File: src/sv/fmm_pkg.sv
// Shared types, constants and the arctangent table of the FM baseband modulator.
package fmm_pkg;

  // Register and default parameter values
  localparam int unsigned FMM_GAIN_W        = 31;
  localparam logic [30:0] FMM_GAIN_RESET    = 31'd447392427;
  localparam int unsigned FMM_PHASE_BITS    = 32;
  localparam int unsigned FMM_SAMPLE_BITS   = 16;
  localparam int unsigned FMM_OUT_BITS      = 16;
  localparam int unsigned FMM_CORDIC_STAGES = 16;
  localparam int unsigned FMM_MAX_STAGES    = 24;

  // CORDIC datapath: 32-bit angle in turns, Q30 vectors, two guard bits
  localparam int unsigned FMM_ANG_W = 32;
  localparam int unsigned FMM_VEC_W = 34;

  localparam logic signed [FMM_VEC_W-1:0] FMM_KINF    = 34'sd652032874;
  localparam logic signed [FMM_VEC_W-1:0] FMM_QUARTER = 34'sd1073741824;
  localparam logic signed [FMM_VEC_W-1:0] FMM_HALF    = 34'sd2147483648;

  // atan(2^-i) in 2^-32 turn units
  localparam logic [FMM_ANG_W-1:0] FMM_ATAN_TURNS [FMM_MAX_STAGES] = '{
    32'd536870912, 32'd316933406, 32'd167458907, 32'd85004756,
    32'd42667331,  32'd21354465,  32'd10679838,  32'd5340245,
    32'd2670163,   32'd1335087,   32'd667544,    32'd333772,
    32'd166886,    32'd83443,     32'd41722,     32'd20861,
    32'd10430,     32'd5215,      32'd2608,      32'd1304,
    32'd652,       32'd326,       32'd163,       32'd81
  };

  // One item in flight through the rotator
  typedef struct packed {
    logic                        valid;
    logic                        neg;
    logic signed [FMM_VEC_W-1:0] x;
    logic signed [FMM_VEC_W-1:0] y;
    logic signed [FMM_VEC_W-1:0] z;
  } fmm_vec_t;

endpackage

File: src/sv/fmm_cordic_cell.sv
// One CORDIC rotation cell: a fixed shift, a table angle and a register.
module fmm_cordic_cell #(
  parameter int unsigned STAGE = 0
) (
  input  logic              clk_i,
  input  logic              rst_ni,
  input  logic              en_i,
  input  fmm_pkg::fmm_vec_t vec_i,
  output fmm_pkg::fmm_vec_t vec_o
);

  logic signed [fmm_pkg::FMM_VEC_W-1:0] x, y, z, dx, dy, at;
  fmm_pkg::fmm_vec_t                    vec_d, vec_q;

  assign x  = vec_i.x;
  assign y  = vec_i.y;
  assign z  = vec_i.z;
  assign dx = y >>> STAGE;
  assign dy = x >>> STAGE;
  assign at = $signed({2'b00, fmm_pkg::FMM_ATAN_TURNS[STAGE]});

  always_comb begin
    vec_d.valid = vec_i.valid;
    vec_d.neg   = vec_i.neg;
    if (!z[fmm_pkg::FMM_VEC_W-1]) begin
      vec_d.x = x - dx;
      vec_d.y = y + dy;
      vec_d.z = z - at;
    end else begin
      vec_d.x = x + dx;
      vec_d.y = y - dy;
      vec_d.z = z + at;
    end
  end

  always_ff @(posedge clk_i or negedge rst_ni) begin
    if (!rst_ni) begin
      vec_q.valid <= 1'b0;
    end else if (en_i) begin
      vec_q <= vec_d;
    end
  end

  assign vec_o = vec_q;

endmodule

File: config.mk
export PLATFORM = sky130hd
export DESIGN_NAME = fmm_cordic_cell
export DESIGN_NICKNAME = d
export VERILOG_FILES = /design/src/sv/fmm_pkg.sv /design/src/sv/fmm_cordic_cell.sv
export SDC_FILE = /design/constraint.sdc
export NUM_CORES = 1
export LEC_CHECK = 0
export BUFFER_PORTS_ARGS = -buffer_cell sky130_fd_sc_hd__buf_2
export CAP_MARGIN = 20
export CORE_UTILIZATION = 40
export DETAILED_ROUTE_END_ITERATION = 8
export PLACE_DENSITY = 0.67
export SLEW_MARGIN = 5
export SYNTH_ARGS = -nofsm -noshare
export SYNTH_HDL_FRONTEND = slang
export SYNTH_SLANG_ARGS = --single-unit
File: constraint.sdc
create_clock -name clk_i -period 0.9 [get_ports clk_i]
set_input_delay 0.135 -clock clk_i [delete_from_list [all_inputs] [get_ports clk_i]]
set_output_delay 0.135 -clock clk_i [all_outputs]
set_load 0.01 [all_outputs]
# After elaboration in Yosys (flattened, before gate mapping)
# Cells that the tools add are included.
# classes
n_addsub	5
n_mul	0
div	0
order_cmp	0
eq_ne	0
n_shift	0
n_mux	1
bitwise_logic	0
reduce_logical	1
# op_table
cell	n
102-bit two-way mux	1
34-bit subtractor	2
34-bit by 31-bit adder with 34-bit output (second input constant)	1
34-bit adder	1
34-bit by 31-bit subtractor with 34-bit output (second input constant)	1
2-bit AND reduction	1
# word_totals
reg_bits	104
latchBits	0
ramBits	0
romBits	0
inputBits	107
out_inout_bits	104
elab_cells	12
memories	0

# Depth between registers and ports, before layout
# depth
word_depth	2
depth_mapped	12
depth_no_buf	12

# Worst setup path after synthesis
# OpenSTA, ideal clock, no wires.
# synth_path
path_type	input -> register
startpoint	in en_i
endpoint	reg vec_q (netlist bit vec_o[0]), enable pin
setup_time_ps	472
arrival_ps	2488
required_time_ps	428
slack_ps	-2060
stages	1
path_cell_list	and2_1
# synth_via
elab_chain_cells	1
# synth_rtl
element	line_no	text
start, declared	fmm_cordic_cell.sv:7	input logic en_i,
2-bit AND reduction (no line)	-	
end signal, assigned	fmm_cordic_cell.sv:40	vec_q <= vec_d;
end, declared	fmm_cordic_cell.sv:13	fmm_pkg::fmm_vec_t vec_d, vec_q;
# No other way between the ends.
# A chain may end at the register's enable or synchronous reset.

==> out/qor.log <==
INFO  yosys          synthDominantAreaCellType=edfxtp_1
INFO  timing         finalHoldViolCount=0
INFO  outcome        result_of_the_run=complete, but fails checks
INFO  routing        average_vias_per_placed_instance=5.37
INFO  routing        final_antenna_net_count=0
INFO  routing        postRouteWirelength=36700um
INFO  critical_path  worstPathRequired=1020ps
INFO  yosys          synth-simple-area-share=12.8%
INFO  yosys          synth_cells=1000
INFO  place          placed_cell_area=13800um2
INFO  yosys          postSynth.asyncResetShare=0.971%
INFO  timing         timing_max_transition_violations_final=0
INFO  global_routing grt_start_max_net_pins=51
INFO  place          port_buffers=210
INFO  yosys          muxShareOfSynthArea=1.44%
INFO  timing         fin_worst_hold_slack=37.6ps
INFO  routing        initial_drc_count=655
INFO  timing         setup_skew=0ps
INFO  floorplan      core.rowCount=54
INFO  min_path       hold_path_class=in2reg
INFO  yosys          synthXorXnorAreaFrac=6.33%
INFO  global_routing first_global_vias=10200
INFO  critical_path  critical_path.startpoint_type=input pin
INFO  yosys          largest_cells_by_area_after_synthesis=edfxtp_1 34%, ha_1 14%, a21oi_1 5.6%
INFO  finish         final_cells=1933
INFO  yosys          synth-edff-count=102
INFO  yosys          synth.yosys.seq_area_share=33.8%
INFO  yosys          synth-adder-area-share=14.9%
INFO  global_routing antenna_found_initial=1
INFO  floorplan      initial_utilization=41.3%
INFO  clock_network  cts.reportedPaths.clkPinSlew=80ps
INFO  yosys          synthDistinctLibCells=87
INFO  min_path       hold_path_startpoint=en_i
INFO  critical_path  worstSetupStartpoint=vec_i[69]
INFO  yosys          syn_nets=1213
INFO  yosys          synth_compound_area_share=23.2%
INFO  clock_network  h-tree-depth=3
INFO  routing        detail_route.wl_per_cell=19.0um
INFO  clock_network  clock_latency=360ps
INFO  yosys          postSynth.topFlopCell=edfxtp_1
INFO  routing        drt_drc=0
INFO  yosys          post_synth_instance_area=9130um2
INFO  global_routing grt_overflow_total=0
INFO  critical_path  worst_path_largest_cell_delay=420ps
INFO  critical_path  critPathArrivalTime=2660ps
INFO  yosys          post-synth-top-area-fraction=33.6%
INFO  critical_path  critPathBufInv=1
INFO  timing         timing.final.ws_setup=-1640ps
INFO  routing        via_count=10400
INFO  timing         worst_slew_margin_rel=53.5%
INFO  critical_path  worst_setup_path_end_kind=flip-flop
INFO  floorplan      fp.dieH=153um
INFO  yosys          ys_warn_count=0
INFO  clock_network  cts.sink_count=103
INFO  timing         final.min_clock_period=2540ps
INFO  place          gp_routability_congestion=0.974
INFO  yosys          synth_top_family_by_area=compound AO/OA/AOI/OAI gates
INFO  yosys          synth.avg_cell_area=9.13um2
INFO  timing         tightest_slew=689ps
INFO  critical_path  crit_family=compound AO/OA/AOI/OAI gates
INFO  floorplan      die_width=153um
INFO  power_and_ir_drop power_per_cell_area=1240nW/um2
INFO  finish         layout-drive-gt1-share=57.1%
INFO  place          placed_cells_incl_taps=1819
INFO  timing         setup_viol=170
INFO  critical_path  timing.critical_path.cells=buf_12 -> ha_4 -> nand2b_4 -> a211o_4 -> a211oi_4 -> nor3b_4 -> o311ai_4 -> o22ai_2 -> a211o_1 -> a221oi_2 -> xnor2_1
INFO  timing         layout_worst_path_cycle_share=282%
INFO  timing         unrepaired_setup_endpoints_after_global_routing=yes
INFO  timing         clock.fmax=394MHz
INFO  power_and_ir_drop cellLeakagePower=0.00741uW
INFO  finish         postLayoutCellArea=16500um2
INFO  timing         timing.setup.tns=-93240ps
INFO  critical_path  worst_path_max_delay_cell=o311ai_4
INFO  finish         syn2layout_area_growth=81.1%
INFO  clock_network  cts-root-to-sink-buffers=2
INFO  floorplan      boundaryPins=211
INFO  outcome        violations=negative setup slack
INFO  power_and_ir_drop power.ir.vdd_worst=0.839mV
INFO  routing        drt_pass1_iterations=5
INFO  global_routing first_pass_grt_wire_length=54600um
INFO  place          detailedPlacementHpwl=27400um
INFO  place          dpl_worst_slack=-2140ps
INFO  floorplan      design.die.area=23400um2
INFO  clock_network  cell_at_the_root_of_the_clock_tree=clkbuf_16
INFO  flow_run       maxcap_viol_count=0
INFO  floorplan      core_region_area=22100um2
INFO  critical_path  critical_path_maximum_fanout=4
INFO  clock_network  tritoncts.num_buffers=9
INFO  finish         largest_register_ff_count=103
INFO  finish         layout.nets=1860
INFO  critical_path  setup.worst_path.class=in2reg
INFO  global_routing grtUsageTotal=30.1%
INFO  critical_path  reg2reg_start=vec_o[103]
INFO  clock_network  tritoncts=built
INFO  yosys          ys_ff_latch=103
==> logic make-up (layout without fill, tap and decap cells) <==
group | count (synthesis) | after routing
compound gates | 320 | 320
simple gates | 237 | 237
buf+inv | 155 | 807
fa+ha+maj | 106 | 106
flops | 103 | 103
xor+xnor | 66 | 66
mux | 13 | 13
other cells | 0 | 1
==> stage by stage <==
stage,util [%],total power [uW]
after CTS,71.2,19700
after floorplan,-,10400
final,74.8,20500
after detailed placement,62.6,14300
after global placement,62.6,14200
after global routing,74.8,21400
==> repair_timing <==
action / in CTS / in global routing
buffers inserted: 43 / 42
hold buffers: 31 / 1
cloned: 1 / 0
endpoints found under the setup margin: 174 / 172
pin swaps: 118 / 126
endpoints found under the hold margin: 31 / 1
gates resized for setup: 218 / 132
==> layout by cell type (no fill, tap or decap), drive strengths merged, types with 6 or more instances in the layout <==
| cell | netlist | routed |
|---|---|---|
| buf | 35 | 650 |
| inv | 106 | 107 |
| a21oi | 103 | 103 |
| edfxtp | 102 | 102 |
| ha | 102 | 102 |
| nor2 | 81 | 81 |
| o21ai | 76 | 76 |
| xnor2 | 52 | 52 |
| nand2 | 49 | 49 |
| dlygate4sd3 | 0 | 32 |
| nor3 | 22 | 22 |
| a21o | 20 | 20 |
| o21bai | 18 | 18 |
| xor2 | 14 | 14 |
| nand3 | 14 | 14 |
| a211oi | 13 | 13 |
| mux2i | 12 | 12 |
| a31oi | 11 | 11 |
| nand2b | 10 | 10 |
| nor4 | 10 | 10 |
| a221oi | 10 | 10 |
| nand4 | 9 | 9 |
| clkbuf | 12 | 9 |
| nor2b | 9 | 9 |
| o211ai | 8 | 8 |
| or3 | 8 | 8 |
| o31ai | 8 | 8 |
| a211o | 7 | 7 |
| clkinv | 2 | 7 |
| and2 | 6 | 6 |
==> routing by layer <==
metal | vias to the layer above | wire (um) | global-route usage [%]
met5 | - | 0 | 0
met4 | 0 | 1250 | 11.5
met2 | 458 | 18400 | 53.9
met3 | 91 | 2180 | 4.14
li1 | 4895 | - | -
met1 | 4945 | 14900 | 36.5
==> power by group <==
part / internal (uW) / leakage [uW] / switching, uW
Sequential: 5970 / 0.000969 / 170
Combinational: 5070 / 0.00629 / 5060
Clock: 2230 / 0.000154 / 2030
Total: 13300 / 0.00741 / 7260
==> cell usage after synthesis, types with 14 or more instances <==
master,number
inv_1,105
a21oi_1,102
edfxtp_1,102
ha_1,102
nor2_1,80
o21ai_0,73
xnor2_1,52
nand2_1,49
nor3_1,21
a21o_1,20
o21bai_1,18
xor2_1,14
==> worst paths after layout <==
path	endpoint	slack, ps	cells after the start
max in group asynchronous	vec_o[103]	640	3
min in group asynchronous	vec_o[103]	180	3
hold / removal	vec_o[103]	40	2
setup / recovery	vec_o[65]	-1640	11
setup reg to reg	vec_o[103]	150	1
hold reg to reg	vec_o[103]	530	1
==> cell type report <==
type                       count  area (um2)
multi-input combinational    742        7010
fill                        1510        5570
timing repair buffer         683        5240
sequential                   103        3090
inverter                     108         518
tap                          280         350
clock buffer                   9         225
clock inverter                 7        90.1
antenna                        1        2.50
Note: power is estimated with default switching activity, not from simulation.
