--- config.mk ---
export PLATFORM = sky130hd
export DESIGN_NAME = fmm_scale
export DESIGN_NICKNAME = d
export VERILOG_FILES = /design/src/sv/fmm_pkg.sv /design/src/sv/fmm_scale.sv
export SDC_FILE = /design/constraint.sdc
export NUM_CORES = 1
export LEC_CHECK = 0
export BUFFER_PORTS_ARGS = -buffer_cell sky130_fd_sc_hd__buf_4
export CAP_MARGIN = 5
export CORE_ASPECT_RATIO = 1.5
export CORE_UTILIZATION = 31
export DETAILED_ROUTE_END_ITERATION = 8
export GPL_TIMING_DRIVEN = 1
export SKIP_LAST_GASP = 1
export SYNTH_ARGS = -nofsm -noshare
export SYNTH_HDL_FRONTEND = slang
export SYNTH_SLANG_ARGS = --single-unit
--- constraint.sdc ---
create_clock -name clk_i -period 3.7 [get_ports clk_i]
set_clock_uncertainty 0.05 [all_clocks]
set_input_delay 0.37 -clock clk_i [delete_from_list [all_inputs] [get_ports clk_i]]
set_output_delay 0.37 -clock clk_i [all_outputs]
set_load 0.02 [all_outputs]
--- src/sv/fmm_pkg.sv ---
// Shared types, constants and the arctangent table of the FM baseband modulator.
package fmm_pkg;

  // Register and default parameter values
  localparam int unsigned FMM_GAIN_W        = 31;
  localparam logic [30:0] FMM_GAIN_RESET    = 31'd447392427;
  localparam int unsigned FMM_PHASE_BITS    = 32;
  localparam int unsigned FMM_SAMPLE_BITS   = 16;
  localparam int unsigned FMM_OUT_BITS      = 16;
  localparam int unsigned FMM_CORDIC_STAGES = 16;
  localparam int unsigned FMM_MAX_STAGES    = 24;

  // CORDIC datapath: 32-bit angle in turns, Q30 vectors, two guard bits
  localparam int unsigned FMM_ANG_W = 32;
  localparam int unsigned FMM_VEC_W = 34;

  localparam logic signed [FMM_VEC_W-1:0] FMM_KINF    = 34'sd652032874;
  localparam logic signed [FMM_VEC_W-1:0] FMM_QUARTER = 34'sd1073741824;
  localparam logic signed [FMM_VEC_W-1:0] FMM_HALF    = 34'sd2147483648;

  // atan(2^-i) in 2^-32 turn units
  localparam logic [FMM_ANG_W-1:0] FMM_ATAN_TURNS [FMM_MAX_STAGES] = '{
    32'd536870912, 32'd316933406, 32'd167458907, 32'd85004756,
    32'd42667331,  32'd21354465,  32'd10679838,  32'd5340245,
    32'd2670163,   32'd1335087,   32'd667544,    32'd333772,
    32'd166886,    32'd83443,     32'd41722,     32'd20861,
    32'd10430,     32'd5215,      32'd2608,      32'd1304,
    32'd652,       32'd326,       32'd163,       32'd81
  };

  // One item in flight through the rotator
  typedef struct packed {
    logic                        valid;
    logic                        neg;
    logic signed [FMM_VEC_W-1:0] x;
    logic signed [FMM_VEC_W-1:0] y;
    logic signed [FMM_VEC_W-1:0] z;
  } fmm_vec_t;

endpackage

--- src/sv/fmm_scale.sv ---
// Q30 to output format: scale by full scale, round, saturate and undo the fold.
module fmm_scale #(
  parameter int unsigned OUT_BITS = fmm_pkg::FMM_OUT_BITS
) (
  input  logic                       clk_i,
  input  logic                       rst_ni,
  input  logic                       en_i,
  input  fmm_pkg::fmm_vec_t          vec_i,
  output logic                       valid_o,
  output logic [OUT_BITS-1:0]        in_phase_o,
  output logic [OUT_BITS-1:0]        quadrature_o
);

  localparam int unsigned MW = fmm_pkg::FMM_VEC_W + OUT_BITS + 1;
  localparam logic signed [OUT_BITS:0] MAXV =
    $signed((OUT_BITS+1)'((64'd1 << (OUT_BITS - 1)) - 64'd1));
  localparam logic signed [MW-1:0] MAXV_W = MW'(MAXV);
  localparam logic signed [MW-1:0] RND    = MW'(64'd1 << 29);

  logic signed [MW-1:0] px_d, py_d, px_q, py_q;
  logic                 neg_q, valid_q;

  function automatic logic [OUT_BITS-1:0] round_sat(input logic signed [MW-1:0] p,
                                                    input logic neg);
    logic signed [MW-1:0] r;
    r = (p + RND) >>> 30;
    if (r > MAXV_W) begin
      r = MAXV_W;
    end else if (r < -MAXV_W) begin
      r = -MAXV_W;
    end
    if (neg) begin
      r = -r;
    end
    return OUT_BITS'(r);
  endfunction

  assign px_d = MW'(vec_i.x) * MAXV_W;
  assign py_d = MW'(vec_i.y) * MAXV_W;

  always_ff @(posedge clk_i or negedge rst_ni) begin
    if (!rst_ni) begin
      valid_q <= 1'b0;
    end else if (en_i) begin
      valid_q <= vec_i.valid;
    end
  end

  always_ff @(posedge clk_i) begin
    if (en_i) begin
      px_q  <= px_d;
      py_q  <= py_d;
      neg_q <= vec_i.neg;
    end
  end

  assign valid_o      = valid_q;
  assign in_phase_o   = round_sat(px_q, neg_q);
  assign quadrature_o = round_sat(py_q, neg_q);

endmodule

# [After elaboration in Yosys (flattened, before gate mapping)]
# Cells that the tools add are included.
[classes] n_eq_ne=0 reduce_logical=0 order_cmp=4 div=0 addsub=4 shifts=0 mux=6 multipliers=2 bitwise_logic=0
[ops] cell="adder 51 x 31 -> 51 bit (second input constant)" count=2
[ops] cell="multiplier 34 x 16 -> 50 bit (second input constant)" count=2
[ops] cell="two-way mux 16 bit" count=6
[ops] cell="greater-than comparator 21 x 16 -> 1 bit (second input constant)" count=2
[ops] cell="less-than comparator 21 x 16 -> 1 bit (second input constant)" count=2
[ops] cell="negation 16 bit" count=2
[word_totals] elab_cells=20 rom_bits=0 ff_bits=104 mem_count=0 mem_bits_rw=0 output_inout_bits=33 latchBits=0

# [Longest topological paths before layout]
[depth] ltp_word=6 depth_mapped=26 ltp_nobuf=24

# [Least setup slack after synthesis]
# Ideal clock, no wire load.
[synth_timing] path_type="input port to flip-flop" start="in vec_i[67] in the netlist's numbering" end="reg py_q[46], data pin" t_required_ns=3.392 cell_stages=21 path_buffers=1 arrival_time_ns=6.005 setup_time_ns=0.258 slack_ns=-2.613 cell_sequence="clkbuf_1 -> inv_1 -> fa_1 -> inv_1 -> fa_1 -> fa_1 -> fa_1 -> fa_1 -> inv_1 -> fa_1 -> inv_1 -> ha_1 -> a21oi_1 -> o21ai_0 -> a21o_1 -> a221oi_1 -> o21ai_0 -> a31oi_1 -> o21ai_0 -> a21oi_1 -> xnor2_1"
[synth_between] elab_chain_len=1
[synth_rtl] element="from (decl)" line="fmm_scale.sv:8" rtl="input fmm_pkg::fmm_vec_t vec_i,"
[synth_rtl] element="multiplier 34 x 16 -> 50 bit" line="fmm_scale.sv:39" rtl="assign py_d = MW'(vec_i.y) * MAXV_W;"
[synth_rtl] element="via py_d[46]" line="fmm_scale.sv:20" rtl="logic signed [MW-1:0] px_d, py_d, px_q, py_q;"
[synth_rtl] element="to (signal assigned)" line="fmm_scale.sv:52" rtl="py_q <= py_d;"
[synth_rtl] element="to (decl)" line="fmm_scale.sv:20"
# The timed path passes the listed nets, and every way through them passes these cells.
# A chain may end at the register's enable or synchronous reset.

# [Worst setup path in the final report]
[layout_timing] start="in vec_i[82] in the netlist's numbering" end="reg px_q[42], data pin"
[layout_between] elab_chain_len=1
[layout_rtl] element="multiplier 34 x 16 -> 50 bit" line="fmm_scale.sv:38" rtl="assign px_d = MW'(vec_i.x) * MAXV_W;"
[layout_rtl] element="via px_d[42]" line="fmm_scale.sv:20"
[layout_rtl] element="to (signal assigned)" line="fmm_scale.sv:51" rtl="px_q <= px_d;"
[layout_rtl] element="to (decl)" line="fmm_scale.sv:20"
# The timed path passes the listed nets, and every way through them passes these cells.

==> flow_summary.json <==
{
  "synth_fp_nets": 3945,
  "drc": 11,
  "initialDrtViolationCount": 712,
  "initial_core_util_pct": 31.3,
  "hpwl_um": 66900,
  "h-tree-depth": 2,
  "final_util_pct": 42.3,
  "syn_to_final_growth_pct": 35.1,
  "worstSetupPathType": "input port to flip-flop",
  "holdCritPathClass": "input port to flip-flop",
  "ys_types": 89,
  "yosysSeqAreaShare_pct": 4.72,
  "drive_gt1_share_pct": 33.5,
  "status": "finished, violations left",
  "max_freq_mhz": 165,
  "clock_path_buffers": 2,
  "synth_top_area_share_pct": 48.4,
  "yosys.area.top_type": "fa_1",
  "netlist_area_mm2": 0.0279,
  "ys_async_sr_fraction_pct": 2.27,
  "violations": "DRC, setup timing",
  "core_area_mm2": 0.0890,
  "grt_pass1_wl_um": 122000,
  "insertion_delay_ns": 0.29,
  "crit_path_cell_trace": "buf_8, clkinvlp_4, buf_12, fa_2, buf_6, fa_1, inv_1, fa_2, fa_1, fa_1, inv_1, fa_1, inv_2, ha_4, a22o_4, nor4_4, o211a_1, nor3_2, or4_4, a21oi_4, o221ai_2, xor2_1",
  "cp-start-kind": "input port",
  "tightest_slew_ns": 0.677,
  "antenna_left": 0,
  "fillers": 8528,
  "cap_violations": 0,
  "grt_usage_pct": 17.0,
  "place_area_mm2": 0.0355,
  "cp_slowest_cell": "or4_4",
  "die_y_um": 369,
  "rows": 134,
  "viasPerCell": 4.49,
  "synth-edff-count": 43,
  "synth-seq-cells": 44,
  "die_w_um": 247,
  "dr.pass1.iters": 6,
  "required_ns": 3.69,
  "setup_viol": 56,
  "cts_root_buffer": "clkbuf_16",
  "grt_pass1_vias": 24200,
  "syn_inst": 2858,
  "whs_ns": 0.190,
  "rsz0062_at_grt": "true",
  "crit_arrival_ns": 6.06,
  "fin_area_mm2": 0.0376,
  "clk_pin_slew_ns": 0.08,
  "antenna_found_initial": 0,
  "finalWirelength_um": 73900,
  "dieArea_mm2": 0.0911,
  "period_minus_slack_ns": 6.07,
  "slew_violations": 0,
  "setup_slack_ns": -2.37,
  "fin_setup_tns_ns": -90.20,
  "gp_congestion": 0.923,
  "synth_area_leaders": "fa_1 (48%), ha_1 (14%), inv_1 (12%), edfxtp_1 (4.6%), xnor2_1 (2.5%)",
  "cts.sinks": 44,
  "cts_tree": "built",
  "n_antenna_cell": 0,
  "wl_per_cell_um": 15.4,
  "grt_max_degree": 55,
  "ys_warn_count": 0,
  "maxSlewHeadroom_pct": 54.6,
  "syn_area_per_cell_um2": 9.75,
  "nNetsFinal": 4733,
  "hold_viol": 0,
  "ys.flop_type": "edfxtp_1",
  "period_share_pct": 164,
  "cp-end-kind": "flip-flop",
  "path_common_cell": "fa_1",
  "io_buffers": 105,
  "numCtsBuffers": 5,
  "crit_fanout": 3,
  "overflow": 0,
  "cpPeakStageDelay_ns": 0.57,
  "ios": 140,
  "vias": 21600
}
area by class of cell:
| cell class | instances | area [um2] | share of cell area [%] |
|---|---|---|---|
| multi-input cells | 1859 | 24700 | 65.6 |
| repair buffers | 825 | 6500 | 17.3 |
| inverters | 911 | 3510 | 9.33 |
| well taps | 1156 | 1450 | 3.84 |
| flip-flops and latches | 44 | 1320 | 3.50 |
| clock buffers | 5 | 125 | 0.332 |
| clock inverters | 2 | 60.1 | 0.160 |
synthesized netlist by cell type (4+ instances only):
cell,instances
a211oi_1,16
a21boi_0,4
a21o_1,40
a21oi_1,95
a22o_1,4
a31oi_1,12
and2_1,8
and3_1,17
and4_1,6
buf_2,11
clkbuf_1,27
edfxtp_1,43
fa_1,674
ha_1,306
inv_1,910
mux2i_1,11
nand2_1,77
nand2b_1,11
nand3_1,47
nand3b_1,5
nand4_1,26
nor2_1,86
nor2b_1,4
nor3_1,28
nor3b_1,4
nor4_1,11
nor4b_1,4
o2111ai_1,4
o211ai_1,11
o21a_1,5
o21ai_0,59
o21ai_1,10
o21bai_1,7
o221ai_1,5
o22ai_1,10
o31ai_1,7
o41ai_1,4
or2_2,32
or3_1,6
or4_1,5
xnor2_1,80
xor2_1,61
flip-flops by register name (all words and copies together) (netlist names):
register  cells
px_q         21
py_q         21
neg_q         1
valid_o       1
metrics by stage:
stage               worst slack, ns  cells
floorplan                     -2.12   2858
CTS                           -2.34   4777
finish                        -2.37   4802
global route                  -2.54   4802
global placement              -2.65   4711
detailed placement            -2.71   4711
critical path, delay by kind of cell:
kind                       cells  cell delay, ns
AOI/OAI and AO/OA              4            0.81
xor gates and xnor gates       1            0.15
adders and majority gates      7            3.19
buffers and inverters          7            0.63
and+or+nand+nor                3            0.89
metal layers:
metal / up-vias / wire, um / GRT usage [%]
met3: 112 / 1370 / 1.01
met2: 235 / 41400 / 33.0
met1: 10900 / 28900 / 19.9
li1: 10300 / - / -
met4: 0 / 2210 / 4.42
met5: - / 0 / 0
repair_timing:
item	CTS	global route
buffers inserted	63	31
hold endpoints to repair	1	0
hold buffers	1	0
setup endpoints to repair	65	71
resized for setup	204	101
pin swaps	151	97
worst paths after layout:
| path | start | end | slack (ns) | depth (start not counted) |
|---|---|---|---|---|
| setup / recovery | vec_i[82] | px_q[42] | -2.37 | 22 |
| hold / removal | vec_i[102] | neg_q | 0.19 | 1 |
| setup reg to reg | valid_o | valid_o | 2.90 | 1 |
| hold reg to reg | valid_o | valid_o | 0.47 | 1 |
| max in group asynchronous | rst_ni | valid_o | 3.19 | 2 |
| min in group asynchronous | rst_ni | valid_o | 0.33 | 2 |
cells in the final DEF, fill, tap and decap left out, types with 7 or more instances in the layout:
master,instances
o21ai_2,12
nand2_2,8
buf_8,7
inv_2,57
or2_2,31
nor2_2,9
clkinvlp_4,23
buf_4,754
a211oi_2,7
nand3_2,9
nand2_1,67
a21o_1,40
o21ai_1,22
xnor2_1,71
ha_4,38
fa_1,622
edfxtp_1,43
nand3_1,37
o211ai_1,11
a21oi_1,70
nand4_1,26
a21oi_2,21
nand2b_1,7
mux2i_1,9
o21ai_0,32
xnor2_2,7
xor2_1,60
inv_1,827
fa_2,52
and3_1,14
ha_1,267
buf_6,61
nor2_1,76
nor3_1,20
cells by family (layout without fill, tap and decap cells):
logic type,after synthesis,count (layout),synth area share [%]
AO/OA/AOI/OAI,334,334,7.87
XOR/XNOR,142,142,4.49
adder cells (fa/ha/maj),980,980,62.2
buffers and inverters,955,1743,13.0
flip-flops,44,44,4.72
multiplexers,13,13,0.476
AND/OR/NAND/NOR,390,390,7.33
Power is left out: the tool's default activity adds up to more than one toggle a clock period on the data nets, which glitch-free logic cannot reach.
